File: src/design/htcf_pkg.sv
package htcf_pkg;

  // Frame format constants.
  localparam int ID_DIGITS      = 3;
  localparam int MAX_DATA_BYTES = 8;

  // Widths of the result fields and of the digit counter.
  localparam int ID_W      = 12;
  localparam int LEN_W     = 4;
  localparam int PAYLOAD_W = 64;
  localparam int CNT_W     = 5;

  // Delimiter and digit characters.
  localparam logic [7:0] CHAR_OPEN  = 8'h5B;  // '['
  localparam logic [7:0] CHAR_COLON = 8'h3A;  // ':'
  localparam logic [7:0] CHAR_CLOSE = 8'h5D;  // ']'
  localparam logic [7:0] CHAR_NL    = 8'h0A;  // newline
  localparam logic [7:0] CHAR_ZERO  = 8'h30;  // '0'
  localparam logic [7:0] CHAR_UPA   = 8'h41;  // 'A'
  localparam logic [7:0] CHAR_LOWA  = 8'h61;  // 'a'

  // Classified character passed from the front end to the parser.
  typedef struct packed {
    logic [3:0] digit;
    logic       is_open;
    logic       is_colon;
    logic       is_close;
    logic       is_nl;
  } cls_t;

endpackage

File: src/design/hex_text_to_can_frame.sv
// An accepted byte is written into the queue and popped from it into the parser registers;
// the frame closed by a newline is then loaded into the output register.
// Throughput: one byte per cycle, as each parser step pops one byte from the
// two-entry queue; a stalled output holds only a closing newline back, and the queue then fills and stalls the input.
// Reset: synchronous, active-low rst_n; the parser returns to hunting '[' with
// all accumulators cleared, and the queue and output register are emptied.
module hex_text_to_can_frame import htcf_pkg::*; (
  input  logic        clk,
  input  logic        rst_n,
  input  logic        in_tvalid,
  output logic        in_tready,
  input  logic [7:0]  in_tdata,    // rx_byte[7:0]
  output logic        out_tvalid,
  input  logic        out_tready,
  output logic [79:0] out_tdata,   // frame_id[11:0], data_length[15:12], payload[79:16]
  output logic        out_tuser    // skipped_garbage[0]
);

  logic                 q_wr_valid;
  logic                 q_wr_ready;
  cls_t                 q_wr_data;
  logic                 q_rd_valid;
  logic                 q_rd_pop;
  cls_t                 q_rd_data;
  logic [ID_W-1:0]      frame_id;
  logic [LEN_W-1:0]     data_length;
  logic [PAYLOAD_W-1:0] payload;
  logic                 skipped_garbage;

  htcf_front u_front (
    .clk        (clk),
    .rst_n      (rst_n),
    .in_tvalid  (in_tvalid),
    .in_tready  (in_tready),
    .in_tdata   (in_tdata),
    .q_wr_valid (q_wr_valid),
    .q_wr_ready (q_wr_ready),
    .q_wr_data  (q_wr_data)
  );

  htcf_queue u_queue (
    .clk      (clk),
    .rst_n    (rst_n),
    .wr_valid (q_wr_valid),
    .wr_ready (q_wr_ready),
    .wr_data  (q_wr_data),
    .rd_valid (q_rd_valid),
    .rd_pop   (q_rd_pop),
    .rd_data  (q_rd_data)
  );

  htcf_back u_back (
    .clk             (clk),
    .rst_n           (rst_n),
    .q_valid         (q_rd_valid),
    .q_pop           (q_rd_pop),
    .q_data          (q_rd_data),
    .out_tvalid      (out_tvalid),
    .out_tready      (out_tready),
    .frame_id        (frame_id),
    .data_length     (data_length),
    .payload         (payload),
    .skipped_garbage (skipped_garbage)
  );

  assign out_tdata = {payload, data_length, frame_id};
  assign out_tuser = skipped_garbage;

endmodule

File: src/design/htcf_front.sv
module htcf_front import htcf_pkg::*; (
  input  logic       clk,
  input  logic       rst_n,
  input  logic       in_tvalid,
  output logic       in_tready,
  input  logic [7:0] in_tdata,   // rx_byte[7:0]
  output logic       q_wr_valid,
  input  logic       q_wr_ready,
  output cls_t       q_wr_data
);

  logic [7:0] c;
  logic [7:0] off_num;
  logic [7:0] off_up;
  logic [7:0] off_low;

  assign c       = in_tdata;
  assign off_num = c - CHAR_ZERO;
  assign off_up  = c - CHAR_UPA;
  assign off_low = c - CHAR_LOWA;

  // Hex value of the character; anything that is not a hex digit reads as zero.
  always_comb begin
    q_wr_data.digit = 4'd0;
    if (c >= CHAR_ZERO && c <= CHAR_ZERO + 8'd9) begin
      q_wr_data.digit = off_num[3:0];
    end else if (c >= CHAR_UPA && c <= CHAR_UPA + 8'd5) begin
      q_wr_data.digit = off_up[3:0] + 4'd10;
    end else if (c >= CHAR_LOWA && c <= CHAR_LOWA + 8'd5) begin
      q_wr_data.digit = off_low[3:0] + 4'd10;
    end
    q_wr_data.is_open  = (c == CHAR_OPEN);
    q_wr_data.is_colon = (c == CHAR_COLON);
    q_wr_data.is_close = (c == CHAR_CLOSE);
    q_wr_data.is_nl    = (c == CHAR_NL);
  end

  // A transaction is taken whenever the queue has room.
  assign q_wr_valid = in_tvalid;
  assign in_tready  = q_wr_ready;

  // The queue never accepts a push while full, so a refused byte must stay offered.
  assert property (@(posedge clk) disable iff (!rst_n)
    (in_tvalid && !in_tready) |-> !q_wr_ready)
    else $error("front accepted a byte the queue refused");

endmodule

File: src/design/htcf_queue.sv
module htcf_queue import htcf_pkg::*; (
  input  logic clk,
  input  logic rst_n,
  input  logic wr_valid,
  output logic wr_ready,
  input  cls_t wr_data,
  output logic rd_valid,
  input  logic rd_pop,
  output cls_t rd_data
);

  cls_t       mem_r [2];
  logic       wr_ptr_r;
  logic       wr_ptr_nxt;
  logic       rd_ptr_r;
  logic       rd_ptr_nxt;
  logic [1:0] count_r;
  logic [1:0] count_nxt;
  logic       push;
  logic       pop;

  assign wr_ready = (count_r != 2'd2);
  assign rd_valid = (count_r != 2'd0);
  assign rd_data  = mem_r[rd_ptr_r];
  assign push     = wr_valid && wr_ready;
  assign pop      = rd_pop && rd_valid;

  // Pointer and fill count update.
  always_comb begin
    wr_ptr_nxt = wr_ptr_r ^ push;
    rd_ptr_nxt = rd_ptr_r ^ pop;
    count_nxt  = count_r + {1'b0, push} - {1'b0, pop};
  end

  always_ff @(posedge clk) begin
    if (!rst_n) begin
      wr_ptr_r <= 1'b0;
      rd_ptr_r <= 1'b0;
      count_r  <= 2'd0;
    end else begin
      wr_ptr_r <= wr_ptr_nxt;
      rd_ptr_r <= rd_ptr_nxt;
      count_r  <= count_nxt;
    end
  end

  // Storage needs no reset.
  always_ff @(posedge clk) begin
    if (push) begin
      mem_r[wr_ptr_r] <= wr_data;
    end
  end

  assert property (@(posedge clk) disable iff (!rst_n) count_r != 2'd3)
    else $error("queue count out of range");
  assert property (@(posedge clk) disable iff (!rst_n)
    (count_r == 2'd0 || count_r == 2'd2) |-> (wr_ptr_r == rd_ptr_r))
    else $error("queue pointers disagree with count");
  assert property (@(posedge clk) disable iff (!rst_n)
    (count_r == 2'd1) |-> (wr_ptr_r != rd_ptr_r))
    else $error("queue pointers disagree with count");

endmodule

File: src/design/htcf_back.sv
module htcf_back import htcf_pkg::*; (
  input  logic                 clk,
  input  logic                 rst_n,
  input  logic                 q_valid,
  output logic                 q_pop,
  input  cls_t                 q_data,
  output logic                 out_tvalid,
  input  logic                 out_tready,
  output logic [ID_W-1:0]      frame_id,
  output logic [LEN_W-1:0]     data_length,
  output logic [PAYLOAD_W-1:0] payload,
  output logic                 skipped_garbage
);

  localparam logic [2:0] PH_OPEN   = 3'd0;
  localparam logic [2:0] PH_ID     = 3'd1;
  localparam logic [2:0] PH_COLON1 = 3'd2;
  localparam logic [2:0] PH_LEN    = 3'd3;
  localparam logic [2:0] PH_COLON2 = 3'd4;
  localparam logic [2:0] PH_DATA   = 3'd5;
  localparam logic [2:0] PH_CLOSE  = 3'd6;
  localparam logic [2:0] PH_NL     = 3'd7;

  localparam logic [CNT_W-1:0] ID_CNT  = CNT_W'(ID_DIGITS);
  localparam logic [LEN_W-1:0] MAX_LEN = LEN_W'(MAX_DATA_BYTES);

  logic [2:0]           phase_r, phase_nxt;
  logic [CNT_W-1:0]     cnt_r, cnt_nxt;
  logic [ID_W-1:0]      id_r, id_nxt;
  logic [LEN_W-1:0]     len_r, len_nxt;
  logic [PAYLOAD_W-1:0] data_r, data_nxt;
  logic                 skip_r, skip_nxt;
  logic                 emit;
  logic                 step;
  logic [CNT_W-1:0]     cnt_inc;
  logic [3:0]           nib_idx;
  logic                 out_tvalid_r, out_tvalid_nxt;
  logic [ID_W-1:0]      out_id_r;
  logic [LEN_W-1:0]     out_len_r;
  logic [PAYLOAD_W-1:0] out_data_r;
  logic                 out_skip_r;

  // A newline in the last phase closes the frame and needs the output slot.
  assign emit    = (phase_r == PH_NL) && q_data.is_nl;
  assign q_pop   = q_valid && (!emit || !out_tvalid_r || out_tready);
  assign step    = q_pop;
  assign cnt_inc = cnt_r + 1'b1;
  assign nib_idx = {cnt_r[3:1], ~cnt_r[0]};

  // Parser state update for one classified character.
  always_comb begin
    phase_nxt = phase_r;
    cnt_nxt   = cnt_r;
    id_nxt    = id_r;
    len_nxt   = len_r;
    data_nxt  = data_r;
    skip_nxt  = skip_r;
    if (step) begin
      case (phase_r)
        PH_OPEN: begin
          if (q_data.is_open) begin
            phase_nxt = PH_ID;
            cnt_nxt   = '0;
          end else begin
            skip_nxt = 1'b1;
          end
        end
        PH_ID: begin
          id_nxt  = {id_r[ID_W-5:0], q_data.digit};
          cnt_nxt = cnt_inc;
          if (cnt_inc >= ID_CNT) begin
            phase_nxt = PH_COLON1;
            cnt_nxt   = '0;
          end
        end
        PH_COLON1: begin
          if (q_data.is_colon) begin
            phase_nxt = PH_LEN;
            cnt_nxt   = '0;
          end else begin
            skip_nxt = 1'b1;
          end
        end
        PH_LEN: begin
          len_nxt   = (q_data.digit > MAX_LEN) ? MAX_LEN : q_data.digit;
          phase_nxt = PH_COLON2;
        end
        PH_COLON2: begin
          if (q_data.is_colon) begin
            phase_nxt = (len_r == '0) ? PH_CLOSE : PH_DATA;
            cnt_nxt   = '0;
          end else begin
            skip_nxt = 1'b1;
          end
        end
        PH_DATA: begin
          // High nibble first within each byte.
          for (int i = 0; i < PAYLOAD_W / 4; i++) begin
            if (nib_idx == 4'(i)) begin
              data_nxt[4*i +: 4] = data_r[4*i +: 4] | q_data.digit;
            end
          end
          cnt_nxt = cnt_inc;
          if (cnt_inc >= {len_r, 1'b0}) begin
            phase_nxt = PH_CLOSE;
            cnt_nxt   = '0;
          end
        end
        PH_CLOSE: begin
          if (q_data.is_close) begin
            phase_nxt = PH_NL;
            cnt_nxt   = '0;
          end else begin
            skip_nxt = 1'b1;
          end
        end
        PH_NL: begin
          if (q_data.is_nl) begin
            phase_nxt = PH_OPEN;
            cnt_nxt   = '0;
            id_nxt    = '0;
            len_nxt   = '0;
            data_nxt  = '0;
            skip_nxt  = 1'b0;
          end else begin
            skip_nxt = 1'b1;
          end
        end
        default: begin
          phase_nxt = PH_OPEN;
        end
      endcase
    end
  end

  always_ff @(posedge clk) begin
    if (!rst_n) begin
      phase_r <= PH_OPEN;
      cnt_r   <= '0;
      id_r    <= '0;
      len_r   <= '0;
      data_r  <= '0;
      skip_r  <= 1'b0;
    end else begin
      phase_r <= phase_nxt;
      cnt_r   <= cnt_nxt;
      id_r    <= id_nxt;
      len_r   <= len_nxt;
      data_r  <= data_nxt;
      skip_r  <= skip_nxt;
    end
  end

  // Output register: loads the finished frame, clears when taken.
  always_comb begin
    out_tvalid_nxt = out_tvalid_r;
    if (step && emit) begin
      out_tvalid_nxt = 1'b1;
    end else if (out_tready) begin
      out_tvalid_nxt = 1'b0;
    end
  end

  always_ff @(posedge clk) begin
    if (!rst_n) begin
      out_tvalid_r <= 1'b0;
    end else begin
      out_tvalid_r <= out_tvalid_nxt;
    end
  end

  always_ff @(posedge clk) begin
    if (step && emit) begin
      out_id_r   <= id_r;
      out_len_r  <= len_r;
      out_data_r <= data_r;
      out_skip_r <= skip_r;
    end
  end

  assign out_tvalid      = out_tvalid_r;
  assign frame_id        = out_id_r;
  assign data_length     = out_len_r;
  assign payload         = out_data_r;
  assign skipped_garbage = out_skip_r;

  assert property (@(posedge clk) disable iff (!rst_n)
    (phase_r == PH_DATA) |-> (len_r != '0 && cnt_r < {len_r, 1'b0}))
    else $error("data phase with no digits left");
  assert property (@(posedge clk) disable iff (!rst_n) len_r <= MAX_LEN)
    else $error("length above limit");
  assert property (@(posedge clk) disable iff (!rst_n)
    (out_tvalid_r && !out_tready) |-> !(q_pop && emit))
    else $error("frame overwrote an unread result");
  assert property (@(posedge clk) disable iff (!rst_n)
    (phase_r == PH_OPEN) |-> (cnt_r == '0 && len_r == '0 && data_r == '0))
    else $error("stale frame state while hunting the opening bracket");

endmodule

File: config.mk
export PLATFORM = sky130hd
export DESIGN_NAME = hex_text_to_can_frame
export DESIGN_NICKNAME = d
export VERILOG_FILES = /design/src/design/htcf_pkg.sv /design/src/design/hex_text_to_can_frame.sv /design/src/design/htcf_front.sv /design/src/design/htcf_queue.sv /design/src/design/htcf_back.sv
export SDC_FILE = /design/constraint.sdc
export NUM_CORES = 1
export LEC_CHECK = 0
export ABC_AREA = 1
export BUFFER_PORTS_ARGS = -buffer_cell sky130_fd_sc_hd__buf_2
export CAP_MARGIN = 10
export CORE_ASPECT_RATIO = 1.25
export CORE_MARGIN = 2
export CORE_UTILIZATION = 57
export DETAILED_ROUTE_END_ITERATION = 10
export PLACE_DENSITY = 0.79
export SLEW_MARGIN = 10
export SYNTH_ARGS = -nofsm -noshare
export SYNTH_HDL_FRONTEND = slang
export SYNTH_HIERARCHICAL = 1
export SYNTH_SLANG_ARGS = --single-unit
File: constraint.sdc
create_clock -name clk -period 4.2 [get_ports clk]
set_input_delay 0.21 -clock clk [delete_from_list [all_inputs] [get_ports clk]]
set_output_delay 0.21 -clock clk [all_outputs]
set_load 0.02 [all_outputs]
; ---- Word level (Yosys, flattened, before mapping)
; Memory sizes are Yosys's and may differ from the RTL's. A register that Yosys moved wholly into a read port is not among the register bits.
; Index checks and enable logic that the tools add are counted.
; W data, S select, Z words.
[classes]
addsub = 8
n_lt_le_gt_ge = 9
n_eq_ne = 54
n_mux = 52
n_bitwise = 19
reduce_logical = 44
[ops]
columns = op, count
row1 = $pmux W64 S2, 1
row2 = $mux W4, 21
row3 = $mux W64, 1
row4 = $or A4 B4 Y4, 16
row5 = $reduce_and A4 Y1, 16
row6 = $ne A2 B1 Y1 const B, 20
row7 = $eq A4 B4 Y1 const B, 8
row8 = $mux W5, 6
row9 = $pmux W5 S6, 1
row10 = $pmux W12 S2, 1
row11 = $pmux W3 S8, 1
row12 = $mux W3, 7
row13 = $eq A4 B3 Y1 const B, 4
row14 = $eq A8 B7 Y1 const B, 2
row15 = $ge A8 B7 Y1 const B, 2
row16 = $le A8 B7 Y1 const B, 2
row17 = $ne A2 B2 Y1 const B, 8
row18 = $eq A3 B3 Y1 const B, 4
row19 = $mux W12, 1
row20 = $sub A4 B1 Y4 const B, 3
row21 = $reduce_bool A2 Y1, 5
row22 = $mux W1, 9
row23 = $add A4 B4 Y4 const B, 2
row24 = $eq A4 B2 Y1 const B, 2
row25 = 30 further kinds, 43
[totals]
reg_bits = 175
mem_bits_rw = 16
in_bits = 12
out_inout_bits = 83
wordCells = 216
mem_count = 1
[mem_list]
columns = name, words, word_bits, read_ports, rd_clocked_by_memory_dff, wr, line_no
row1 = u_queue.mem_r, 2, 8, 1, 1, 1, htcf_queue.sv:12  ; cls_t mem_r [2];

; ---- Longest topological paths before layout
[depth]
word_depth = 9
ltp_mapped = 17
ltp_nobuf = 14

; ---- Modules after synthesis
; The synthesis kept the hierarchy.
[by_module_without_submodules]
columns = mod, n_inst, cells_per_inst, area_each_um2, seq_area_each_um2
row1 = htcf_back, 1, 540, 6000.8, 4234.1
row2 = htcf_queue, 1, 61, 857.1, 580.6
row3 = htcf_front, 1, 50, 284.0, 0.0

; ---- Least setup slack after synthesis
; OpenSTA, ideal clock, no wires.
[synth_path]
path_type = register -> register
start = reg (tool-made name)
end = reg u_back.out_len_r[0] (netlist: u_back/data_length[0]), enable pin
setup_time_ns = 0.435
t_arrival_ns = 2.822
required_time_ns = 3.765
slack_ns = 0.943
stages_incl_launch_ff = 8
n_path_buf = 2
period_less_slack_ns = 3.257
path_cell_list = dfxtp_1 > buf_2 > mux2_1 > nand4_1 > and2_1 > buf_6 > nand2_2 > inv_1
[synth_rtl]
columns = element, line_no
row1 = "end signal, assigned", htcf_back.sv:175  ; out_len_r <= len_r;
row2 = "end, declared", htcf_back.sv:39  ; logic [LEN_W-1:0] out_len_r;

==> metrics.md <==
| Metric | Value |
|---|---|
| Syn avg cell area | 11.0 um2 |
| Worst-Margin Slew | 1.18 ns |
| Hold path startpoint | out_tready |
| Die area | 13,400 um2 |
| Antenna Diode Count | 0 |
| First-pass iteration count of the detailed router | 5 |
| Non-Filler Instances | 911 |
| Gr ovfl total | 0 |
| Yosys warnings | 6 |
| Crit path max-delay cell type | inv_2 |
| Final GP Congestion | 0.845 |
| Outcome | completed |
| Via count | 4,966 |
| H-tree Lvls | 4 |
| EDFF count, synth | 97 |
| DRC viols | 0 |
| Row count | 45 |
| First-pass GRT wire length | 22,200 um |
| Initial antenna violation count | 0 |
| VDD IR-drop max | 0.337 mV |
| Dpl cells | 879 |
| Vias in the first global route | 4,610 |
| Top FF cell, synth | edfxtp_1 |
| CP Max Fanout | ~50 |
| # IOs | 95 |
| Final hold violations | 0 |
| P_leak | roughly 2.9 nW |
| Crit Path Class | reg2reg |
| Post-CTS Setup Bufs | 0 |
| PortBufs | 94 |
| Yosys cell types | 34 |
| Slew Limit Fails | 0 |
| Gate Count Post-Synth | 651 |
| Total CTS buffers | 17 |
| RSZ-0062 raised after global routing | no |
| Async set-reset flop share out of synthesis | 0 |
| Layout area overhead | 15.5% |
| # setup viols final | 0 |
| PwrDens | 543 nW/um2 |
| Clk_skew | around 0.0077 ns |
| CTS tree | built |
| Post-DP HPWL | 9360 um |
| Hold WC Path Type | in2reg |
| Worst-path cell chain | mux2_1, nand4_1, and2_1, nand2_2, inv_2, buf_12 |
| Hold Crit Depth | 4 |
| Clk sinks | 192 |
| Hold Buf Count CTS | 0 |
| Largest net degree at the start of global routing | 67 |
| Setup TNS Final | 0 ns |
| CP required | between 4 and 5 ns |
| Reg-to-reg setup timing slack | approximately 1.3 ns |
| Initial Util | 0.585 |
| FF-to-FF End | u_back/payload[27] |
| WL/cell | 15.5 um |
| Met1 usage | 0.237 |
| Max Freq | 0.344 GHz |
| Fill cells | approximately 900 |
| Gr usage total | 0.212 |
| DRT antenna net count | 0 |
| CP startpoint kind | flip-flop |
| MaxCap Viol Count | 0 |
| Largest cells by area after synthesis | edfxtp_1 (41%), dfxtp_1 (27%), a21oi_1 (7.4%) |
| Met3 usage | 0.0397 |
| Post-CTS Resized | 0 |
| Final Cycle Share | 0.692 |
| Reg2reg path depth | 6 |
| Post-synth top area share | 0.408 |
| M2 GR Usage | 0.404 |
| CP Data Arrival Time | 3.01 ns |
| Share of layout cells above drive strength 1 | 0.202 |
| Slowest stage delay, CP | 0.55 ns |
| Worst relative slew slack | 0.210 |
| Via density | 5.45 |
| Seq cells post-synth | approximately 190 |
| Worst Hold Path EP | u_back/out_tvalid |
| Seq/Total Area, Yosys | 0.674 |
| Global route hottest layer | met2 |
| Clock transition at path regs | 0.07 ns |
| Mapped cell area | 7140 um2 |
| Initial drt markers | slightly below 400 |
| Min Tclk post-route | 2.91 ns |
| Final nets | 759 |
| Clock root buffer | clkbuf_16 |
| Clk_lat worst skew | 0.43 ns |
| Crit end category | flip-flop |
| Core area | 12,200 um2 |
| Die height | 129 um |
| Dominant cell type by area after synthesis | edfxtp_1 |
| Drt total wl | 14,100 um |
| Die width | about 100 um |
| Syn Nets | 676 |
| Clock tree buffer depth | 2 |
## routing by layer
metal  wire length (um)  up-vias  share of wire
met5                  0        -              0
met4                281        0          0.020
met3                790       30          0.056
met2               7620      201           0.54
met1               5440     2343           0.38
li1                   -     2392              -
## Yosys cell counts, types with 5 or more instances
library cell and n:
dfxtp_1 95, mux2_1 8, inv_1 39, a21oi_1 105, ha_1 13, buf_2 5, buf_6 6, nand2_2 8
edfxtp_1 97, clkbuf_1 14, inv_2 5, o21ai_0 12, nand4_1 17, nor2_1 98, nand3_1 15, nor3_1 18
nand2_1 68
## placed cells by master, fill, tap and decap left out, types with 2 or more instances in the layout
cell type   synthesis  layout
clkinvlp_4          0       3
nand3_1            15      15
mux2_1              8       8
nand3b_1            2       2
nand2_2             8       8
a21oi_1           105     105
dfxtp_1            95      95
inv_6               0       3
buf_2               5      94
xnor2_1             2       2
nor2_1             98      98
nand4_1            17      17
nor2_4              4       4
inv_1              39      38
nand2_1            68      68
clkbuf_16           0      17
nor3_1             18      18
o21ai_1             3       3
edfxtp_1           97      97
ha_1               13      13
inv_8               0       3
inv_2               5       6
o21ai_0            12      12
clkinv_2            0       2
## state kept, by name, indices dropped and copies added (netlist names), 2 cells and up, named ones only
signal / count
u_back/len_r: 4
u_queue/mem_r: 16
u_back/data_length: 4
u_back/data_r: 64
u_queue/count_r: 2
u_back/phase_r: 3
u_back/cnt_r: 5
u_back/id_r: 12
u_back/frame_id: 12
u_back/payload: 64
## worst max-delay path, delay by kind of cell (launching register included)
kind	cells	cell delay, ns
flops	1	0.53
simple gates	3	0.76
buf+inv	2	0.88
mux	1	0.38
## where the power goes
group          total, mW  switching (mW)  internal (mW)
combinational      0.785           0.554          0.231
clock               1.56           0.707          0.854
sequential          2.13          0.0834           2.04
## layout make-up
class                           count  area (um2)  share of cell area
Clock buffer                       18         439              0.0533
Sequential cell                   192        4810               0.584
Tap cell                          164         205              0.0249
Clock inverter                     14         148              0.0179
Inverter                           45         183              0.0222
Timing Repair Buffer               95         490              0.0595
Multi-Input combinational cell    383        1970               0.238
## kinds of logic (layout without fill, tap and decap cells)
logic type,count (synthesis),after routing,synth area share
DFF,192,192,0.674
buffers and inverters,76,172,0.0506
muxes,8,8,0.0126
and+or+nand+nor,236,236,0.149
adders and majority gates,13,13,0.0228
AOI/OAI and AO/OA,123,123,0.0874
xor gates and xnor gates,3,3,0.00368
## stage by stage
| step | power [mW] | utilization | cell area (um2) | setup slack, ns | hold WS [ns] |
|---|---|---|---|---|---|
| 6_report | 4.47 | 0.675 | 8250 | 1.29 | 0.0655 |
| 5_1_grt | 4.66 | 0.675 | 8250 | 1.08 | 0.0657 |
| 4_1_cts | 4.47 | 0.675 | 8250 | 1.29 | 0.0500 |
| 3_5_place_dp | 2.93 | 0.627 | 7660 | 1.31 | 0.417 |
| 3_3_place_gp | 2.89 | 0.627 | 7660 | 1.43 | 0.416 |
| 2_1_floorplan | 2.78 | - | 7140 | 0.943 | 0.303 |
## how the worst max path moves through the flow
stage                            endpoint  slack [ns]
floorplan           u_back/data_length[0]        0.94
global placement       u_back/payload[48]        1.43
detailed placement     u_back/payload[24]        1.31
CTS                    u_back/payload[30]        1.29
global route            u_back/data_r[33]        1.08
finish                 u_back/payload[27]        1.29
(Power assumes the default switching activity.)
